[src/circular_deque_defines.svh]
// Assertion macros for the circular deque.
`ifndef CIRCULAR_DEQUE_DEFINES_SVH
`define CIRCULAR_DEQUE_DEFINES_SVH

// same-cycle implication, checked out of reset
`define CDQ_ASSERT_IMPL(label, ante, cons) \
	label: assert property (@(posedge clk) disable iff (!arst_n) (ante) |-> (cons)) \
		else $error("circular_deque: assertion failed");

// next-cycle implication, checked out of reset
`define CDQ_ASSERT_NEXT(label, ante, cons) \
	label: assert property (@(posedge clk) disable iff (!arst_n) (ante) |=> (cons)) \
		else $error("circular_deque: assertion failed");

`endif

[src/cdq_pkg.sv]
// Shared types, constants and index helpers for the circular deque.
package cdq_pkg;

	localparam int DEPTH = 128;
	localparam int IDX_W = (DEPTH > 1) ? $clog2(DEPTH) : 1;
	localparam int CNT_W = $clog2(DEPTH + 1);
	localparam int OCC_W = 8;
	localparam int DATA_W = 32;

	localparam logic [1:0] REQ_PUSH_FRONT = 2'd0;
	localparam logic [1:0] REQ_PUSH_REAR  = 2'd1;
	localparam logic [1:0] REQ_POP_FRONT  = 2'd2;
	localparam logic [1:0] REQ_POP_REAR   = 2'd3;

	localparam logic [1:0] ST_OK    = 2'd0;
	localparam logic [1:0] ST_FULL  = 2'd1;
	localparam logic [1:0] ST_EMPTY = 2'd2;

	typedef logic [IDX_W-1:0] idx_t;
	typedef logic [CNT_W-1:0] cnt_t;

	// controller -> datapath
	typedef struct packed {
		logic latch;     // capture incoming request
		logic issue_rd;  // read store at head or tail
		logic commit;    // update indices, store and result register
	} cdq_cmd_t;

	// datapath -> controller
	typedef struct packed {
		logic is_pop;
	} cdq_stat_t;

	function automatic idx_t step_back(input idx_t i);
		return (i == '0) ? idx_t'(DEPTH - 1) : idx_t'(i - 1'b1);
	endfunction

	function automatic idx_t step_fwd(input idx_t i);
		return (i == idx_t'(DEPTH - 1)) ? '0 : idx_t'(i + 1'b1);
	endfunction

endpackage

[src/cdq_ctrl.sv]
// Request sequencing and result handshake for the circular deque.
module cdq_ctrl (
	input  logic              clk,
	input  logic              arst_n,
	input  logic              in_valid,
	output logic              in_stall,
	output logic              out_valid,
	input  logic              out_stall,
	input  cdq_pkg::cdq_stat_t stat,
	output cdq_pkg::cdq_cmd_t  cmd
);
	import cdq_pkg::*;

	typedef enum logic [1:0] {
		S_IDLE,
		S_EXEC,
		S_READ
	} state_t;

	state_t state_q;
	logic   out_valid_q;
	logic   out_free;

	assign out_free  = !out_valid_q || !out_stall;
	assign in_stall  = (state_q != S_IDLE);
	assign out_valid = out_valid_q;

	always_comb begin
		cmd = '0;
		case (state_q)
			S_IDLE: cmd.latch = in_valid;
			S_EXEC: begin
				if (stat.is_pop) begin
					cmd.issue_rd = 1'b1;
				end else begin
					cmd.commit = out_free;
				end
			end
			S_READ: cmd.commit = out_free;
			default: cmd = '0;
		endcase
	end

	always_ff @(posedge clk or negedge arst_n) begin
		if (!arst_n) begin
			state_q     <= S_IDLE;
			out_valid_q <= 1'b0;
		end else begin
			if (cmd.commit) begin
				out_valid_q <= 1'b1;
			end else if (out_valid_q && !out_stall) begin
				out_valid_q <= 1'b0;
			end
			case (state_q)
				S_IDLE: if (in_valid) state_q <= S_EXEC;
				S_EXEC: begin
					if (stat.is_pop) begin
						state_q <= S_READ;
					end else if (out_free) begin
						state_q <= S_IDLE;
					end
				end
				S_READ: if (out_free) state_q <= S_IDLE;
				default: state_q <= S_IDLE;
			endcase
		end
	end

endmodule

[config.mk]
export PLATFORM = sky130hd
export DESIGN_NAME = cdq_ctrl
export DESIGN_NICKNAME = d
export VERILOG_FILES = /design/src/circular_deque_defines.svh /design/src/cdq_pkg.sv /design/src/cdq_ctrl.sv
export SDC_FILE = /design/constraint.sdc
export NUM_CORES = 1
export LEC_CHECK = 0
export BUFFER_PORTS_ARGS = -buffer_cell sky130_fd_sc_hd__buf_2
export CAP_MARGIN = 20
export CORE_AREA = 3 3 40 42
export CTS_CLUSTER_DIAMETER = 100
export DETAILED_ROUTE_END_ITERATION = 10
export DIE_AREA = 0 0 43 45
export PLACE_DENSITY = 0.48
export SLEW_MARGIN = 20
export SYNTH_ARGS = -nofsm -noshare
export SYNTH_HDL_FRONTEND = slang
export SYNTH_SLANG_ARGS = --single-unit
[constraint.sdc]
create_clock -name clk -period 3.1 [get_ports clk]
set_clock_uncertainty 0.1 [all_clocks]
set_input_delay 0.155 -clock clk [delete_from_list [all_inputs] [get_ports clk]]
set_output_delay 0.155 -clock clk [all_outputs]
set_load 0.05 [all_outputs]
; ---- Yosys cells after proc, flatten, opt, wreduce, memory -nomap -nowiden
; Index checks and enable logic that the tools add are counted.
[word_totals]
reg_bits = 3
inputBits = 5
output_inout_bits = 5
wordCells = 23
[classes]
eq_ne = 3
mux = 11
n_reduce_logical = 7
[op_table]
columns = op, count
row1 = $mux 1, 6
row2 = $mux 2, 3
row3 = $pmux 2 s3, 1
row4 = $reduce_bool 2->1, 2
row5 = $eq 2x1->1 const B, 1
row6 = $eq 2x2->1 const B, 1
row7 = $logic_not 1->1, 2
row8 = $logic_not 2->1, 1
row9 = $ne 2x2->1 const B, 1
row10 = $pmux 1 s2, 1
row11 = $logic_and 1x1->1, 1
row12 = $logic_or 1x1->1, 1

; ---- Depth between registers and ports, before layout
; Gate-level depths: netlist of the first run.
[depth]
ltp_word = 5
mapped_depth = 5
depth_no_buf = 5

; ---- Least setup slack after synthesis of the first run
; Ideal clock, no wire load.
[synth_timing]
path_kind = register to output
startpoint = reg state_q[1]
endpoint = out cmd[0] (netlist name)
arrival_time_ns = 1.642
setup_slack_ns = 1.203
stages_incl_launch_ff = 6
cell_sequence = dfrtp_1 inv_1 ha_1 and2b_1 o21ai_1 a21oi_1
[synth_rtl]
columns = element, line
row1 = start: declaration, cdq_ctrl.sv:20  ; state_t state_q;
row2 = start signal: assignment, cdq_ctrl.sv:46  ; state_q <= S_IDLE;
row3 = start signal: assignment, cdq_ctrl.sv:55  ; S_IDLE: if (in_valid) state_q <= S_EXEC;
row4 = start signal: assignment, cdq_ctrl.sv:58  ; state_q <= S_READ;
row5 = end: declaration, cdq_ctrl.sv:10  ; output cdq_pkg::cdq_cmd_t cmd

==> results.py, run 1 <==
metrics = {
    "outcome": {
        "status": "finished clean",
    },
    "clocking": {
        "cts.sinks": 3,
        "cts_max_level": 1,
        "clockRootBuffer": "clkbuf_4",
        "numCtsBuffers": 3,
        "post-cts-setup-buffers": 0,
        "cts_max_path_buffers": 2,
        "path_clk_slew_ns": 0.04,
        "cts_tree": "yes",
        "clk_latency_ns": 0.23,
    },
    "finish": {
        "fin_nets": 50,
        "drive_gt1_share_pct": 32.5,
        "utilization_pct": 26.1,
        "diodes": 0,
        "synthToLayoutAreaGrowth_pct": 42.6,
        "stdcell_area_um2": 335,
    },
    "synth": {
        "synth_top_family_by_area": "simple AND/OR/NAND/NOR gates",
        "ys_top_cells_by_area": "dfrtp_1 32%, ha_1 21%, inv_1 6.4%",
        "ys_warn_count": 0,
        "synthMuxAreaShare_pct": 0,
        "syn_nets": 35,
        "ys_ff_latch": 3,
        "synth_xor_xnor_area_share_pct": 0,
        "synth_fa_ha_area_share_pct": 21.3,
        "avgSynthCellArea_um2": 9.05,
        "seq_area_frac_synth_pct": 31.9,
        "synth_top_area_share_pct": 31.9,
        "synth_compound_gate_area_share_pct": 19.1,
        "synth_cells": 26,
        "synth_cell_types": 15,
        "synth_top_cell_by_area": "dfrtp_1",
        "syn_area_um2": 235,
        "synthSimpleGateAreaFrac_pct": 21.3,
    },
    "placed_design": {
        "routabilityCongestion": 0.700,
        "dpl_cell_area_um2": 299,
        "hpwl_um": 435,
        "io_buffers": 9,
    },
    "power_and_ir_drop": {
        "finalPower_uw": 385,
        "p_leak_uw": 0.000178,
        "combPwrFrac_pct": 63.9,
        "intPower_uw": 176,
        "power_density_nw_per_um2": 1150,
        "switching_share_pct": 54.3,
        "max-vdd-ir-drop_mv": 0.465,
        "p_sw_uw": 209,
        "seqPwrFrac_pct": 18.1,
        "power_frac_clock_pct": 17.9,
    },
    "setup_path": {
        "cp-startpoint": "state_q[1]$_DFFE_PN0P_",
        "critical_path_class": "register to primary output",
        "worst-path-buf-inv": 2,
        "slowest_delay_ns": 0.39,
        "startpoint_type": "register",
        "cp_cell_sequence": "inv_1 > ha_1 > and2b_1 > o21ai_1 > a21oi_1 > buf_2",
        "r2r-start": "state_q[1]$_DFFE_PN0P_",
        "endpoint_kind": "primary output",
        "r2r_end": "state_q[0]$_DFFE_PN0P_",
        "cp_top_family": "flip-flops",
        "cp.arrival_ns": 1.61,
        "cp.required_ns": 2.84,
        "r2r_setup_slack_ns": 1.68,
        "worstSetupPathDepth": 6,
        "r2r_cells": 5,
        "crit_end": "cmd[0]",
        "critical_path.max_fanout": 4,
        "cp_slowest_cell": "dfrtp_1",
    },
    "floorplanning": {
        "num_rows": 13,
        "chipHeight_um": 45,
        "io_pins": 10,
        "die-area_um2": 1940,
        "core-area_um2": 1280,
        "die_w_um": 43,
        "initial_utilization_pct": 18.3,
    },
    "timing": {
        "worstMarginPinSlew_ns": 0.288,
        "drv_slew": 0,
        "rsz0062_at_grt": "false",
        "relSlewSlack_pct": 80.6,
        "fin_setup_tns_ns": 0,
        "setup_viol": 0,
        "final_hold_viol_count": 0,
        "period_needed_ns": 1.86,
        "period_share_pct": 60.1,
        "max_freq_ghz": 0.537,
    },
    "route": {
        "initialDrtViolationCount": 5,
        "top_layer_used": "met3",
        "wl_met3_um": 57,
        "wl_met1_um": 291,
        "met2_length_um": 227,
        "firstDrtPassIters": 4,
        "avgRoutedWirePerCell_um": 10.5,
        "ant_nets": 0,
        "viasPerCell": 4.33,
        "vias": 238,
        "wirelength_um": 576,
        "drc": 0,
    },
    "global_route": {
        "grt_pass1_wl_um": 986,
        "grt_pass1_vias": 246,
        "antenna_found_initial": 0,
        "grt_use_total_pct": 7.35,
        "grt_start_max_net_pins": 5,
        "grt-ovfl-total": 0,
    },
    "min_path": {
        "worstHoldPathType": "input port to register",
        "whs_path_depth": 3,
    },
    "run": {
        "max_cap_violations": 0,
    },
}
what timing repair did:
item	CTS	global route
setup endpoints to repair	0	0
gates resized for setup	0	0
endpoints found under the hold margin	3	0
hold buffers	1	0
worst min-delay path by stage:
stage	start	to
after floorplan	arst_n	out_valid$_DFFE_PN0P_
after global placement	arst_n	out_valid$_DFFE_PN0P_
after detailed placement	arst_n	out_valid$_DFFE_PN0P_
after CTS	out_stall	out_valid$_DFFE_PN0P_
after global routing	out_stall	out_valid$_DFFE_PN0P_
final	out_stall	out_valid$_DFFE_PN0P_
stage by stage:
stage / std cells / hold slack [ns] / setup slack [ns]
finish: 55 / 0.101 / 1.24
global route: 55 / 0.118 / 1.10
CTS: 55 / 0.0903 / 1.24
detailed placement: 50 / -0.147 / 1.51
global placement: 50 / -0.148 / 1.52
floorplan: 26 / -0.241 / 1.20
cell families (layout without fill, tap and decap cells):
group,count (synthesis),in the layout
compound gates,6,6
simple gates,9,9
buf+inv,4,18
flops,3,3
fa+ha+maj,4,4
power groups by stage:
stage / Sequential, uW / Combinational (uW) / Clock, uW
after floorplan: 79.8 / 181 / 0
after detailed placement: 70.8 / 244 / 0
after global placement: 71.3 / 247 / 0
final: 69.9 / 246 / 69.0
after global routing: 72.5 / 270 / 79.0
after CTS: 70.3 / 245 / 73.0
flip-flops by register name, summed over array words and instances (netlist names):
name	flops
state_q	2
out_valid	1
cell type report:
type,count,area (um2)
clock buffer,4,26.3
fill,139,950
inverter,4,15.0
multi-input combinational,19,145
sequential,3,75.1
tap,15,18.8
timing repair buffer,10,55.1
synthesized netlist by cell type:
library cell  count
a22oi_1           1
nor2_1            2
nor2b_1           1
a21oi_1           1
o32a_1            1
and2_1            2
o21ai_1           1
o41ai_1           1
inv_1             4
and2b_1           1
o21ai_2           1
nand4b_1          1
dfrtp_1           3
nand2_1           2
ha_1              4
cell usage in the layout (no fill, tap or decap), types with 2 or more instances in the layout:
master,n
dfrtp_1,3
buf_2,9
clkbuf_4,3
nor2_1,2
nand2_1,2
ha_1,4
inv_1,4
and2_1,2
routing by layer:
| metal | GRT usage [%] | vias up |
|---|---|---|
| met5 | 0 | - |
| met4 | 9.04 | 0 |
| met3 | 2.79 | 0 |
| met2 | 9.88 | 18 |
| met1 | 8.01 | 104 |
| li1 | - | 116 |
tightest hold or removal path, delay by kind of cell:
family                 cells  cell delay [ns]
AND/OR/NAND/NOR            2             0.15
buffers and inverters      1             0.09
Note: power is estimated with default switching activity, not from simulation.
==> run 2, diff against run 1 <==
clock period = 1.9 ns   (was 3.1 ns; I/O delays follow)
==> run 2 against run 1 <==
- flip-flop and latch count stayed put
- clock power increased by 61%
- cell count did not move
- sequential power increased by 65%
- non-clock buffer count is the same
- final area did not move
- register-to-register slack worse by 1.2 ns
- total power up 60%
- hold slack got worse by 0.061 ns
- highest routed layer is now met4
- via count is 9.2% lower
==> results.py, run 2 (synthesized netlist as in run 1, its figures left out) <==
metrics = {
    "route": {
        "firstDrtPassIters": 4,
        "viasPerCell": 3.93,
        "ant_nets": 0,
        "wirelength_um": 503,
        "avgRoutedWirePerCell_um": 9.15,
        "drc": 0,
        "initialDrtViolationCount": 3,
        "vias": 216,
    },
    "floorplanning": {
        "core-area_um2": 1280,
        "chipHeight_um": 45,
        "io_pins": 10,
        "num_rows": 13,
        "die_w_um": 43,
        "die-area_um2": 1940,
        "initial_utilization_pct": 18.3,
    },
    "timing": {
        "hold_slack_ns": 0.0407,
        "drv_slew": 0,
        "period_share_pct": 92.4,
        "worstMarginPinSlew_ns": 0.326,
        "setup_viol": 0,
        "rsz0062_at_grt": "false",
        "final_hold_viol_count": 0,
        "max_freq_ghz": 0.569,
        "period_needed_ns": 1.76,
        "setup_slack_ns": 0.144,
        "fin_setup_tns_ns": 0,
        "relSlewSlack_pct": 78.0,
    },
    "finish": {
        "layout_common_cells": "9 x buf_2, 4 x inv_1, 4 x ha_1",
        "fin_nets": 50,
        "fill_cells": 142,
        "drive_gt1_share_pct": 32.5,
        "final_common_cell": "buf_2",
        "synthToLayoutAreaGrowth_pct": 42.6,
        "multiInputGateArea_um2": 145,
        "largest_reg_flops": 2,
        "final-seq-area_um2": 75.1,
        "diodes": 0,
        "instances_no_fill": 55,
        "top_register": "state_q",
    },
    "global_route": {
        "grt_start_max_net_pins": 5,
        "grt-ovfl-total": 0,
        "grt_use_total_pct": 6.18,
        "antenna_found_initial": 0,
        "grt_pass1_wl_um": 807,
        "grt_pass1_vias": 223,
    },
    "clocking": {
        "cts_max_level": 1,
        "clk_latency_ns": 0.23,
        "cts_max_path_buffers": 2,
        "path_clk_slew_ns": 0.04,
        "cts-hold-fix-buffers": 1,
        "cts_tree": "yes",
        "clockRootBuffer": "clkbuf_4",
        "numCtsBuffers": 3,
        "post_cts_resized": 0,
        "cts.sinks": 3,
        "post-cts-setup-buffers": 0,
    },
    "power_and_ir_drop": {
        "power_density_nw_per_um2": 1840,
        "max-vdd-ir-drop_mv": 0.760,
        "finalPower_uw": 618,
        "p_leak_uw": 0.000178,
    },
    "setup_path": {
        "cp.required_ns": 1.70,
        "critical_path_class": "register to primary output",
        "startpoint_type": "register",
        "endpoint_kind": "primary output",
        "cp.arrival_ns": 1.56,
        "critical_path.max_fanout": 4,
    },
    "placed_design": {
        "routabilityCongestion": 0.674,
        "io_buffers": 9,
        "pre_cts_ws_ns": 0.390,
        "hpwl_um": 396,
        "dp.cells": 50,
    },
    "outcome": {
        "status": "finished clean",
    },
    "run": {
        "max_cap_violations": 0,
    },
    "min_path": {
        "worstHoldPathType": "input port to register",
    },
}
-- run 2: worst paths after layout --
check	startpoint	end	slack (ns)	depth (start not counted)
setup / recovery	state_q[1]$_DFFE_PN0P_	cmd[0]	0.14	6
hold / removal	out_stall	out_valid$_DFFE_PN0P_	0.04	3
setup reg to reg	state_q[1]$_DFFE_PN0P_	state_q[0]$_DFFE_PN0P_	0.48	5
hold reg to reg	out_valid$_DFFE_PN0P_	out_valid$_DFFE_PN0P_	0.47	2
max in group asynchronous	arst_n	state_q[1]$_DFFE_PN0P_	1.51	2
min in group asynchronous	arst_n	state_q[0]$_DFFE_PN0P_	0.09	2
-- run 2: where the power goes --
part | switching (uW) | leakage (uW) | total, uW | internal [uW]
registers | 24.7 | 0.0000391 | 115 | 90.2
logic | 275 | 0.000124 | 392 | 117
clock network | 32.3 | 0.0000150 | 111 | 78.7
total | 332 | 0.000178 | 618 | 286
-- run 2: critical path, stage by stage (launching register included) --
cell,delay [ns]
dfrtp_1,0.39
inv_1,0.11
ha_1,0.21
and2b_1,0.16
o21ai_1,0.08
a21oi_1,0.11
buf_2,0.27
-- run 2: stage by stage --
step	utilization, %	instance area, um2
finish	26.1	335
global placement	23.3	299
floorplan	-	235
detailed placement	23.3	299
global route	26.1	335
CTS	26.1	335
-- run 2: area by class of cell --
type | instances | share of cell area, %
multi-input cells | 19 | 43.3
well taps | 15 | 5.60
clock buffers | 4 | 7.84
repair buffers | 10 | 16.4
inverters | 4 | 4.48
flip-flops and latches | 3 | 22.4
-- run 2: per-layer routing --
metal  up-vias  share of wire [%]  GRT usage [%]  routed length, um
met4         0                3.4           9.04                 17
met2        14                 36           8.98                182
li1        117                  -              -                  -
met3         2                 10           1.20                 51
met5         -                  0              0                  0
met1        83                 50           6.31                251
